===== config.mk =====
export PLATFORM = sky130hd
export DESIGN_NAME = dci_ctrl
export DESIGN_NICKNAME = d
export VERILOG_FILES = /design/src/sv/assert_macros.svh /design/src/sv/dci_pkg.sv /design/src/sv/dci_ctrl.sv
export SDC_FILE = /design/constraint.sdc
export NUM_CORES = 1
export LEC_CHECK = 0
export BUFFER_PORTS_ARGS = -buffer_cell sky130_fd_sc_hd__buf_2
export CAP_MARGIN = 5
export CORE_AREA = 8 8 45 47
export DETAILED_ROUTE_END_ITERATION = 12
export DIE_AREA = 0 0 53 55
export PLACE_DENSITY = 0.48
export SLEW_MARGIN = 30
export SYNTH_ARGS = -nofsm -noshare
export SYNTH_HDL_FRONTEND = slang
export SYNTH_SLANG_ARGS = --single-unit

===== constraint.sdc =====
create_clock -name clk -period 1.7 [get_ports clk]
set_input_delay 0.34 -clock clk [delete_from_list [all_inputs] [get_ports clk]]
set_output_delay 0.34 -clock clk [all_outputs]
set_load 0.005 [all_outputs]

===== src/sv/assert_macros.svh =====
// Assertion helpers used by the top-level crossfade interpolator.
// Each macro expects signals named clk and rst_n in the scope where it is used.
`ifndef ASSERT_MACROS_SVH
`define ASSERT_MACROS_SVH

// Same-cycle implication.
`define ASSERT_IMPLY(label, ante, cons) \
    label: assert property (@(posedge clk) disable iff (!rst_n) (ante) |-> (cons)) \
        else $error("same-cycle implication failed");

// Next-cycle implication.
`define ASSERT_NEXT(label, ante, cons) \
    label: assert property (@(posedge clk) disable iff (!rst_n) (ante) |=> (cons)) \
        else $error("next-cycle implication failed");

`endif


===== src/sv/dci_pkg.sv =====
package dci_pkg;

    localparam logic [2:0] OP_LOAD   = 3'd0;
    localparam logic [2:0] OP_START  = 3'd1;
    localparam logic [2:0] OP_TICK   = 3'd2;
    localparam logic [2:0] OP_READ   = 3'd3;
    localparam logic [2:0] OP_CANCEL = 3'd4;

    localparam logic [8:0]  WEIGHT_FULL = 9'd256;
    localparam logic [8:0]  WEIGHT_HALF = 9'd128;
    localparam logic [15:0] COUNT_MAX   = 16'hFFFF;
    localparam logic [2:0]  DIV_LAST    = 3'd7;

    typedef struct packed {
        logic mem_wr;
        logic start;
        logic cancel;
        logic tick;
        logic div_init;
        logic div_step;
        logic rd;
        logic mul;
        logic out_load;
    } dci_cmd_t;

    typedef struct packed {
        logic fade_on;
        logic elapsed_ge;
        logic div_last;
        logic out_free;
        logic weight_full;
    } dci_status_t;

endpackage


===== src/sv/dci_ctrl.sv =====
module dci_ctrl
    import dci_pkg::*;
(
    input  logic        clk,
    input  logic        rst_n,
    input  logic        in_valid,
    input  logic [2:0]  operation,
    input  dci_status_t st,
    output logic        in_stall,
    output dci_cmd_t    cmd
);

    typedef enum logic [4:0] {
        S_IDLE     = 5'b00001,
        S_DIV_INIT = 5'b00010,
        S_DIV      = 5'b00100,
        S_MUL      = 5'b01000,
        S_OUT      = 5'b10000
    } state_t;

    state_t state_reg;
    state_t state_next;

    always_comb
    begin
        cmd        = '0;
        state_next = state_reg;
        case (state_reg)
            S_IDLE:
            begin
                if (in_valid)
                begin
                    case (operation)
                        OP_LOAD:   cmd.mem_wr = 1'b1;
                        OP_START:  cmd.start  = 1'b1;
                        OP_CANCEL: cmd.cancel = 1'b1;
                        OP_TICK:
                        begin
                            if (st.fade_on)
                            begin
                                cmd.tick   = 1'b1;
                                state_next = S_DIV_INIT;
                            end
                        end
                        OP_READ:
                        begin
                            if (st.fade_on)
                            begin
                                cmd.rd     = 1'b1;
                                state_next = S_MUL;
                            end
                        end
                        default: ;
                    endcase
                end
            end
            S_DIV_INIT:
            begin
                cmd.div_init = 1'b1;
                state_next   = st.elapsed_ge ? S_IDLE : S_DIV;
            end
            S_DIV:
            begin
                cmd.div_step = 1'b1;
                if (st.div_last)
                begin
                    state_next = S_IDLE;
                end
            end
            S_MUL:
            begin
                cmd.mul    = 1'b1;
                state_next = S_OUT;
            end
            S_OUT:
            begin
                if (st.out_free)
                begin
                    cmd.out_load = 1'b1;
                    state_next   = S_IDLE;
                end
            end
            default: state_next = S_IDLE;
        endcase
    end

    always_ff @(posedge clk or negedge rst_n)
    begin
        if (!rst_n)
        begin
            state_reg <= S_IDLE;
        end
        else
        begin
            state_reg <= state_next;
        end
    end

    assign in_stall = (state_reg != S_IDLE);

endmodule


Word level (Yosys, flattened, before mapping)
Cells that the tools add are included.
{"block": "classes", "n_eq_ne": 16, "mux": 23, "reduce_logical": 2}
{"operator": "5-bit two-way mux", "count": 5}
{"operator": "5-bit case mux with 5 select lines", "count": 1}
{"operator": "1-bit two-way mux", "count": 13}
{"operator": "5-bit case mux with 2 select lines", "count": 1}
{"operator": "4-bit two-way mux", "count": 2}
{"operator": "3-bit by 2-bit == test with 1-bit output (second input constant)", "count": 2}
{"operator": "2-bit inequality test (second input constant)", "count": 3}
{"operator": "3-bit inequality test (second input constant)", "count": 2}
{"operator": "6-bit AND reduction", "count": 1}
{"operator": "5-bit by 1-bit == test with 1-bit output (second input constant)", "count": 1}
{"operator": "5-bit by 2-bit == test with 1-bit output (second input constant)", "count": 1}
{"operator": "5-bit by 3-bit == test with 1-bit output (second input constant)", "count": 1}
{"operator": "5-bit by 4-bit == test with 1-bit output (second input constant)", "count": 1}
{"operator": "5-bit == test (second input constant)", "count": 1}
{"operator": "5-bit by 1-bit inequality test with 1-bit output (second input constant)", "count": 1}
{"operator": "3-bit by 1-bit == test with 1-bit output (second input constant)", "count": 1}
{"operator": "3-bit == test (second input constant)", "count": 1}
{"operator": "3-bit logical NOT", "count": 1}
{"operator": "3-bit two-way mux", "count": 1}
{"operator": "3-bit by 1-bit inequality test with 1-bit output (second input constant)", "count": 1}
{"block": "word_totals", "out_inout_bits": 10, "register_bits": 5, "word_cells": 42, "inputBits": 11}

Longest topological paths before layout
Gate-level depths: netlist of the first run.
{"block": "depth", "depth_word": 4, "mapped_depth": 3}

Least setup slack after synthesis of the first run
No wires, ideal clock.
{"block": "synth_timing", "path_kind": "reg-to-output", "start": "register state_reg[0]", "end": "output cmd[7] (netlist name)", "t_arrival_ns": 1.089, "setup_slack_ns": 0.271, "path_stages_with_launch": 4, "cell_sequence": "dfstp_2 nor4b_2 nand2_1 nor4b_2"}
{"element": "start, declared", "line": "dci_ctrl.sv:21", "rtl": "state_t state_reg;"}
{"element": "start signal, assigned", "line": "dci_ctrl.sv:95", "rtl": "state_reg <= state_next;"}
{"element": "end, declared", "line": "dci_ctrl.sv:10", "rtl": "output dci_cmd_t cmd"}

==> qor.txt, run 1 <==
Yosys top cell area share -> 29.3%
Synth Flop Type -> dfrtp_1
CP endpoint kind -> primary output
Synth area leaders -> dfrtp_1 29%, nor3b_1 15%, nor4b_2 13%
CP required -> 1360 ps
core area -> 1380 µm²
cell count after synthesis -> 37
vias per inst -> 4.50
via count -> 378
RePlAce Congestion -> 0.668
CP arrival -> 1450 ps
Hold Crit Class -> input pin to flip-flop
P per Cell Area -> 502 nW/µm²
Seq pwr share -> 40.4%
Die Height -> 55 µm
Async SR Flop Fraction -> 100%
status -> finished with violations
Max VDD drop -> 0.324 mV
yosys warns -> 0
mean area per synthesized cell -> 9.23 µm²
number of max-cap violations -> 0
area grow syn2layout -> 78.4%
clk_lat worst skew -> 230 ps
Largest register FFs -> 5
crit path max-delay cell type -> dfstp_2
failing checks -> negative setup slack
cell chosen for the clock root -> clkbuf_4
DRC viols -> 0
Post-DP Area -> 472 µm²
Max Fclk -> 559 MHz
Switching Fraction -> 21.7%
Synth area leader -> dfrtp_1
Wirelength per Cell -> 11.2 µm
RSZ-0062 raised after global routing -> true
CTS tree -> done
final hold vios -> 0
Rel. slew slack -> 78.6%
crit share post-route -> 105%
Final Util -> 44.0%
min cycle time layout -> 1790 ps
Leakage Power -> 0.314 nW
die outline area -> 2920 µm²
CP Class -> flip-flop to primary output
final wirelength -> 942 µm
die width -> 53 µm
Worst R2R Setup Slack -> 390 ps
actual slew at the worst max-slew pin -> 320 ps
Setup crit start kind -> flip-flop
critical-path cell list -> nor4b_4, buf_4, nand3_4, nor2_1, buf_2
Top Ports -> 21
Max H-tree Level -> 1
clock power share -> 42.4%
diode count -> 0
library cells used by synthesis -> 14
PortBufs -> 19
Yosys reg bits -> 5
DRT antenna net count -> 0
starting density of the core -> 24.7%
DR iter-0 viols -> 4
Layout Skew -> 2.30 ps
share of cells above drive strength 1 -> 61.8%
Net Switching -> 66.4 µW
vias in the first global route -> 362
part of the power in combinational logic -> 17.2%
maximum buffer depth of the clock tree -> 2
total gr overflow -> 0
global-route wire length before repair -> 1.40 mm
Slew Limit Fails -> 0
row cnt -> 14
Post-synth top cells -> 8 x nor2_1, 7 x nor3b_1, 4 x dfrtp_1, 3 x inv_1, 3 x nor4b_2
CP Max Fanout -> 4
Inserted Clock Buffers -> 3
post-DP HPWL -> 724 µm
cell with the most instances after synthesis -> nor2_1
Post-synth EDFFs -> 0
Power Internal -> 239 µW
first drt pass iteration count -> 2
Final setup viols -> 5
delay of the slowest cell on the worst path -> 550 ps
GRT Total Usage -> 6.36%
clock-pin slew on the worst setup and hold paths -> 40 ps
DP Worst Slack -> 81.1 ps
final instance area -> 609 µm²
CTS sink cnt -> 5
initial antenna violation count -> 0
Final WS setup -> -87.4 ps
Layout Nets -> 80
sequential fraction of the synthesis area -> 37.0%
largest net degree at the start of global routing -> 7
cell area after synthesis -> 342 µm²
Syn Nets -> 48
cells in the final DEF, fill, tap and decap left out, drive strengths merged:
cell | synthesis | layout
dfstp | 1 | 1
buf | 0 | 26
a21oi | 1 | 1
or3 | 2 | 2
o21bai | 1 | 1
nor3b | 7 | 7
dlygate4sd3 | 0 | 1
nor2 | 8 | 8
nand3 | 2 | 2
clkbuf | 0 | 4
nor4b | 3 | 3
inv | 3 | 3
and3 | 2 | 2
nand2 | 2 | 2
dfrtp | 4 | 4
o211a | 1 | 1
per-stage QoR:
stage	TNS (ps)	cells	hold WS, ps	total power, mW
detailed placement	0	74	161	0.164
floorplan	0	37	44.4	0.142
global placement	0	74	161	0.164
CTS	-456	84	298	0.312
global route	-926	84	302	0.330
finish	-340	84	304	0.306
timing repair:
item | in CTS | in global routing
endpoints found under the hold margin | 4 | 0
hold buffers | 1 | 0
cloned | 0 | 0
resized for setup | 8 | 4
pin swaps | 3 | 4
setup buffers | 5 | 0
endpoints found under the setup margin | 8 | 9
layer usage:
layer	global-route usage (%)	wire length, µm
met1	7.50	392
met2	9.96	480
met3	1.87	69
met4	3.88	0
met5	0	0
path summary, 6_finish.rpt:
path / to / cells past startpoint / startpoint
max reg2reg: state_reg[0] / 5 / state_reg[0]
min reg2reg: state_reg[3] / 4 / state_reg[1]
max: cmd[5] / 5 / state_reg[0]
min in group asynchronous: state_reg[3] / 2 / rst_n
min: state_reg[1] / 2 / operation[0]
max in group asynchronous: state_reg[0] / 2 / rst_n
area by class of cell:
cell class                      instances  area (µm²)
Inverter                                3        11.3
Tap cell                               16        20.0
Timing Repair Buffer                   27         164
Clock buffer                            4        26.3
Multi-Input combinational cell         29         260
Fill cell                             153         774
Sequential cell                         5         128
worst max-delay path: cells and delay by family, from the launching register on:
family / cells / cell delay [ps]
flip-flops: 1 / 550
AND/OR/NAND/NOR: 3 / 390
buffers and inverters: 2 / 280
kinds of logic after synthesis:
kind of cell / count (synthesis) / synth area share, %
compound gates: 3 / 6.59
buf+inv: 3 / 3.30
flops: 5 / 37.0
simple gates: 26 / 53.1
power groups by stage:
stage | clock (mW) | sequential (mW) | combinational, mW
2_1_floorplan | 0 | 0.125 | 0.0169
4_1_cts | 0.138 | 0.123 | 0.0507
3_3_place_gp | 0 | 0.125 | 0.0393
3_5_place_dp | 0 | 0.125 | 0.0395
5_1_grt | 0.149 | 0.123 | 0.0579
6_report | 0.130 | 0.123 | 0.0527
(Power assumes the default switching activity.)
==> run 2, diff against run 1 <==
--- a/config.mk
+++ b/config.mk
@@ -11,6 +11,7 @@
 export DETAILED_ROUTE_END_ITERATION = 12
 export DIE_AREA = 0 0 53 55
 export PLACE_DENSITY = 0.48
+export SETUP_SLACK_MARGIN = 0.5
 export SLEW_MARGIN = 30
 export SYNTH_ARGS = -nofsm -noshare
 export SYNTH_HDL_FRONTEND = slang
==> run 2 against run 1 <==
Against the previous run:
- the run still ends with negative setup slack left
- power increased by 4.2%
- first-iteration DRC count decreased by 25%
- wire length increased by 16%
- clock-buffer cell count unchanged
- worst setup slack got worse by 49 ps
- combinational power increased by 13%
- sequential power about the same
- critical path depth decreased by 2
- largest power group unchanged
==> qor.txt, run 2 (synthesis gave the netlist of run 1 again) <==
status -> finished with violations (unchanged)
failing checks -> negative setup slack (unchanged)
met1 usage in global routing -> 8.28% (was 7.50%)
actual slew at the worst max-slew pin -> 261 ps (was 320 ps)
die width -> 53 µm (unchanged)
global-route wire length before repair -> 1.81 mm (was 1.40 mm)
Wirelength per Cell -> 12.8 µm (was 11.2 µm)
cell chosen for the clock root -> clkbuf_4 (unchanged)
Critical Path End -> cmd[0] (was cmd[5])
Top Ports -> 21 (unchanged)
Max H-tree Level -> 1 (unchanged)
Rel. slew slack -> 82.5% (was 78.6%)
grt met3 use -> 3.48% (was 1.87%)
FF-to-FF path depth -> 3 (was 5)
CP Max Fanout -> 3 (was 4)
vias per inst -> 4.49 (was 4.50)
Hold Crit Class -> input pin to flip-flop (unchanged)
clock-pin slew on the worst setup and hold paths -> 40 ps (about the same)
most common cell after layout, fill and taps aside -> buf_2 (unchanged)
Max Fclk -> 545 MHz (was 559 MHz)
PortBufs -> 19 (unchanged)
crit share post-route -> 108% (was 105%)
Die Height -> 55 µm (unchanged)
most frequent cells in the layout -> 18 x buf_2, 5 x nor3b_2, 5 x nor2_1, 5 x buf_6, 4 x buf_4 (was 18 x buf_2, 7 x nor2_1, 7 x buf_4)
Leakage Power -> 0.316 nW (was 0.314 nW)
min cycle time layout -> 1840 ps (was 1790 ps)
GRT Total Usage -> 8.39% (was 6.36%)
initial antenna violation count -> 0 (unchanged)
Largest register FFs -> 5 (unchanged)
DRT antenna net count -> 0 (unchanged)
clk_lat worst skew -> 240 ps (was 230 ps)
crit path launch -> state_reg[1] (was state_reg[0])
Final setup viols -> 8 (was 5)
diode count -> 0 (unchanged)
largest net degree at the start of global routing -> 7 (unchanged)
area grow syn2layout -> 93.4% (was 78.4%)
CTS sink cnt -> 5 (unchanged)
DRC viols -> 0 (unchanged)
Layout Nets -> 81 (was 80)
DR iter-0 viols -> 3 (was 4)
total gr overflow -> 0 (unchanged)
Worst R2R Setup Slack -> 400 ps (was 390 ps)
GRT busiest layer -> met2 (unchanged)
Layout Skew -> 2.48 ps (was 2.30 ps)
Inserted Clock Buffers -> 3 (unchanged)
CP arrival -> 1500 ps (was 1450 ps)
Hold WS -> 294 ps (was 304 ps)
FF-to-FF End -> state_reg[0] (unchanged)
via count -> 382 (was 378)
CTS tree -> done (unchanged)
Final WS setup -> -136 ps (was -87.4 ps)
P per Cell Area -> 482 nW/µm² (was 502 nW/µm²)
core area -> 1380 µm² (unchanged)
Final Util -> 47.7% (was 44.0%)
GR Util met2 -> 15.6% (was 9.96%)
RePlAce Congestion -> 0.673 (was 0.668)
starting density of the core -> 24.7% (unchanged)
Slew Limit Fails -> 0 (unchanged)
Fillers -> 140 (was 153)
CP required -> 1360 ps (about the same)
RSZ-0062 raised after global routing -> true (unchanged)
die outline area -> 2920 µm² (unchanged)
share of cells above drive strength 1 -> 73.9% (was 61.8%)
first drt pass iteration count -> 2 (unchanged)
final hold vios -> 0 (unchanged)
CP Class -> flip-flop to primary output (unchanged)
Worst R2R Start -> state_reg[1] (was state_reg[0])
row cnt -> 14 (unchanged)
maximum buffer depth of the clock tree -> 2 (unchanged)
Max VDD drop -> 0.235 mV (was 0.324 mV)
final wirelength -> 1.09 mm (was 942 µm)
number of max-cap violations -> 0 (unchanged)
vias in the first global route -> 445 (was 362)
post-DP HPWL -> 727 µm (was 724 µm)
Setup crit start kind -> flip-flop (unchanged)
CP endpoint kind -> primary output (unchanged)
run 2: cell type report:
class | count | area (µm²) | share of cell area [%]
Inverter | 3 | 11.3 | 1.70
Timing Repair Buffer | 28 | 186 | 28.2
Multi-Input combinational cell | 29 | 287 | 43.4
Clock buffer | 4 | 26.3 | 3.98
Sequential cell | 5 | 130 | 19.7
Tap cell | 16 | 20.0 | 3.03
run 2: worst min-delay path by stage:
stage                             from  slack (ps)  cells past startpoint           end
after floorplan                  rst_n          40                      0  state_reg[1]
after global placement           rst_n         160                      1  state_reg[2]
after detailed placement         rst_n         160                      1  state_reg[2]
after CTS                 operation[0]         290                      2  state_reg[1]
after global routing      operation[0]         290                      2  state_reg[1]
final                     operation[0]         290                      2  state_reg[1]
run 2: worst max-delay path, cell delays in order (launching register included):
cell	delay, ps
dfrtp_1	420
or3_4	440
nor4b_4	250
buf_2	150
run 2: where the power goes:
part / switching, mW / internal, mW
registers: 0.00191 / 0.122
clock network: 0.0472 / 0.0887
logic: 0.0253 / 0.0339
run 2: metrics by stage:
step                      area [µm²]  worst slack [ps]  instances  power [mW]  TNS [ps]
after floorplan                  350               304         37       0.143         0
after global placement           473               136         73       0.165         0
after detailed placement         473               129         73       0.166         0
after CTS                        584              -119         84       0.317      -465
after global routing             661              -208         85       0.347     -1220
final                            661              -136         85       0.319      -583
run 2: what timing repair did:
| item | in CTS | in global routing |
|---|---|---|
| endpoints found under the setup margin | 13 | 14 |
| buffers inserted | 6 | 1 |
| gates resized for setup | 8 | 16 |
| gates cloned | 0 | 0 |
| endpoints found under the hold margin | 4 | 0 |
| hold buffers | 1 | 0 |
| pin swaps | 7 | 5 |
run 2: metal layers:
layer  share of wire [%]  vias up
met2                  53       11
met5                   0        -
met3                 6.7        0
li1                    -      196
met4                   0        0
met1                  41      175
==> run 3, diff against run 2 <==
--- a/config.mk
+++ b/config.mk
@@ -7,10 +7,12 @@
 export LEC_CHECK = 0
 export BUFFER_PORTS_ARGS = -buffer_cell sky130_fd_sc_hd__buf_2
 export CAP_MARGIN = 5
-export CORE_AREA = 8 8 45 47
+export CELL_PAD_IN_SITES_DETAIL_PLACEMENT = 1
+export CELL_PAD_IN_SITES_GLOBAL_PLACEMENT = 2
+export CORE_MARGIN = 8
+export CORE_UTILIZATION = 22
 export DETAILED_ROUTE_END_ITERATION = 12
-export DIE_AREA = 0 0 53 55
-export PLACE_DENSITY = 0.48
+export PLACE_DENSITY = 0.72
 export SETUP_SLACK_MARGIN = 0.5
 export SLEW_MARGIN = 30
 export SYNTH_ARGS = -nofsm -noshare
==> constraint.sdc (replaced) <==
create_clock -name clk -period 2.2 [get_ports clk]
set_input_delay 0.44 -clock clk [delete_from_list [all_inputs] [get_ports clk]]
set_output_delay 0.44 -clock clk [all_outputs]
set_load 0.005 [all_outputs]
==> run 3 against run 2 <==
Against the previous run:
- the flow now finishes without violations
- clock power fell by 18%
- core utilization fell by 5.6 points
- final cell count rose by 2.4%
- sequential share of layout area rose by 0.86 points
- hold slack improved by 100 ps
==> qor.txt, run 3 (synthesis gave the netlist of run 1 again) <==
status -> completed (was finished with violations)
Fillers -> 181 (was 140)
CTS tree -> done (unchanged)
Final setup viols -> 0 (was 8)
Wirelength per Cell -> 12.8 µm (about the same)
first drt pass iteration count -> 2 (unchanged)
core area -> 1490 µm² (was 1380 µm²)
Largest register FFs -> 5 (unchanged)
most common cell after layout, fill and taps aside -> buf_2 (unchanged)
Hold Crit Class -> input pin to flip-flop (unchanged)
Max H-tree Level -> 1 (unchanged)
via count -> 399 (was 382)
diode count -> 0 (unchanged)
initial antenna violation count -> 0 (unchanged)
Rel. slew slack -> 84.9% (was 82.5%)
RePlAce Congestion -> 0.648 (was 0.673)
largest net degree at the start of global routing -> 6 (was 7)
clk_lat worst skew -> 250 ps (was 240 ps)
number of max-cap violations -> 0 (unchanged)
Leakage Power -> 0.325 nW (was 0.316 nW)
vias per inst -> 4.59 (was 4.49)
Layout Skew -> 1.95 ps (was 2.48 ps)
Slew Limit Fails -> 0 (unchanged)
most frequent cells in the layout -> 18 x buf_2, 9 x buf_4, 6 x nor2_1 (was 18 x buf_2, 5 x nor3b_2, 5 x nor2_1, 5 x buf_6, 4 x buf_4)
CTS sink cnt -> 5 (unchanged)
Hold WS -> 399 ps (was 294 ps)
Layout Nets -> 83 (was 81)
min cycle time layout -> 1900 ps
global-route wire length before repair -> 1.90 mm (was 1.81 mm)
DRT antenna net count -> 0 (unchanged)
Top Ports -> 21 (unchanged)
Inserted Clock Buffers -> 3 (unchanged)
final hold vios -> 0 (unchanged)
die outline area -> 3070 µm² (was 2920 µm²)
starting density of the core -> 22.9% (was 24.7%)
P per Cell Area -> 399 nW/µm² (was 482 nW/µm²)
clock-pin slew on the worst setup and hold paths -> 50 ps (was 40 ps)
GRT Total Usage -> 7.63% (was 8.39%)
TNS Setup -> 0 ps (was -583 ps)
CP arrival -> 1460 ps (was 1500 ps)
CP required -> 1760 ps (was 1360 ps)
CP endpoint kind -> primary output (unchanged)
CP Class -> flip-flop to primary output (unchanged)
vias in the first global route -> 458 (was 445)
multi-input logic area -> 250 µm² (was 287 µm²)
area grow syn2layout -> 83.5% (was 93.4%)
CP Max Fanout -> 3 (unchanged)
share of cells above drive strength 1 -> 66.2% (was 73.9%)
maximum buffer depth of the clock tree -> 2 (unchanged)
DR iter-0 viols -> 3 (unchanged)
cell chosen for the clock root -> clkbuf_4 (unchanged)
Setup crit start kind -> flip-flop (unchanged)
Max Fclk -> 525 MHz
crit share post-route -> 86.5%
PortBufs -> 19 (unchanged)
register area -> 129 µm² (was 130 µm²)
final wirelength -> 1.11 mm (was 1.09 mm)
Max VDD drop -> 0.225 mV (was 0.235 mV)
total gr overflow -> 0 (unchanged)
actual slew at the worst max-slew pin -> 225 ps (was 261 ps)
row cnt -> 14 (unchanged)
die width -> 55.4 µm (was 53 µm)
DRC viols -> 0 (unchanged)
post-DP HPWL -> 823 µm (was 727 µm)
RSZ-0062 raised after global routing -> true (unchanged)
Die Height -> 55.4 µm (was 55 µm)
[run 3: worst paths after layout]
path | start | endpoint | slack, ps | depth (start not counted)
min in group asynchronous | rst_n | state_reg[3] | 530 | 2
worst min-delay path | operation[0] | state_reg[1] | 400 | 2
worst max register to register | state_reg[0] | state_reg[0] | 880 | 5
worst max-delay path | state_reg[0] | cmd[0] | 300 | 4
worst min register to register | state_reg[1] | state_reg[3] | 740 | 4
max in group asynchronous | rst_n | state_reg[0] | 1450 | 2
[run 3: power breakdown]
group	internal, mW	total [mW]	switching [mW]	leakage, nW
Sequential	0.0939	0.0953	0.00134	0.0629
Combinational	0.0241	0.0425	0.0184	0.247
Clock	0.0689	0.112	0.0433	0.0150
Total	0.187	0.250	0.0631	0.325
[run 3: final cells by class]
cell class,instances,area share (%)
sequential,5,20.6
timing repair buffer,30,30.3
clock buffer,4,4.19
multi-input combinational,29,39.9
inverter,3,1.80
tap,16,3.19
[run 3: metal layers]
metal | vias to the layer above | global-route usage (%) | share of wire [%]
li1 | 202 | - | -
met1 | 181 | 7.63 | 43
met2 | 14 | 11.9 | 47
met3 | 2 | 3.42 | 6.9
met4 | 0 | 6.34 | 2.2
met5 | - | 0 | 0
[run 3: per-stage QoR]
stage          power (mW)  util (%)  cell area (µm²)  instances  setup slack (ps)
3_5_place_dp        0.127      30.7              457         72               408
2_1_floorplan       0.109         -              342         37               671
5_1_grt             0.267      42.1              627         87               181
6_report            0.250      42.1              627         87               296
3_3_place_gp        0.126      30.7              457         72               424
4_1_cts             0.241      39.7              591         85               289
[run 3: timing repair]
action | 4_1_cts | 5_1_grt
pin swaps | 7 | 5
endpoints found under the setup margin | 9 | 9
resized for setup | 9 | 4
hold endpoints to repair | 0 | 4
hold buffers | 0 | 1
buffers inserted | 9 | 1
[run 3: worst max-delay path, stage by stage, from the launching register on]
cell and delay, ps:
dfstp_2 370, buf_4 120, or3_4 380, nor4b_2 200, buf_2 150
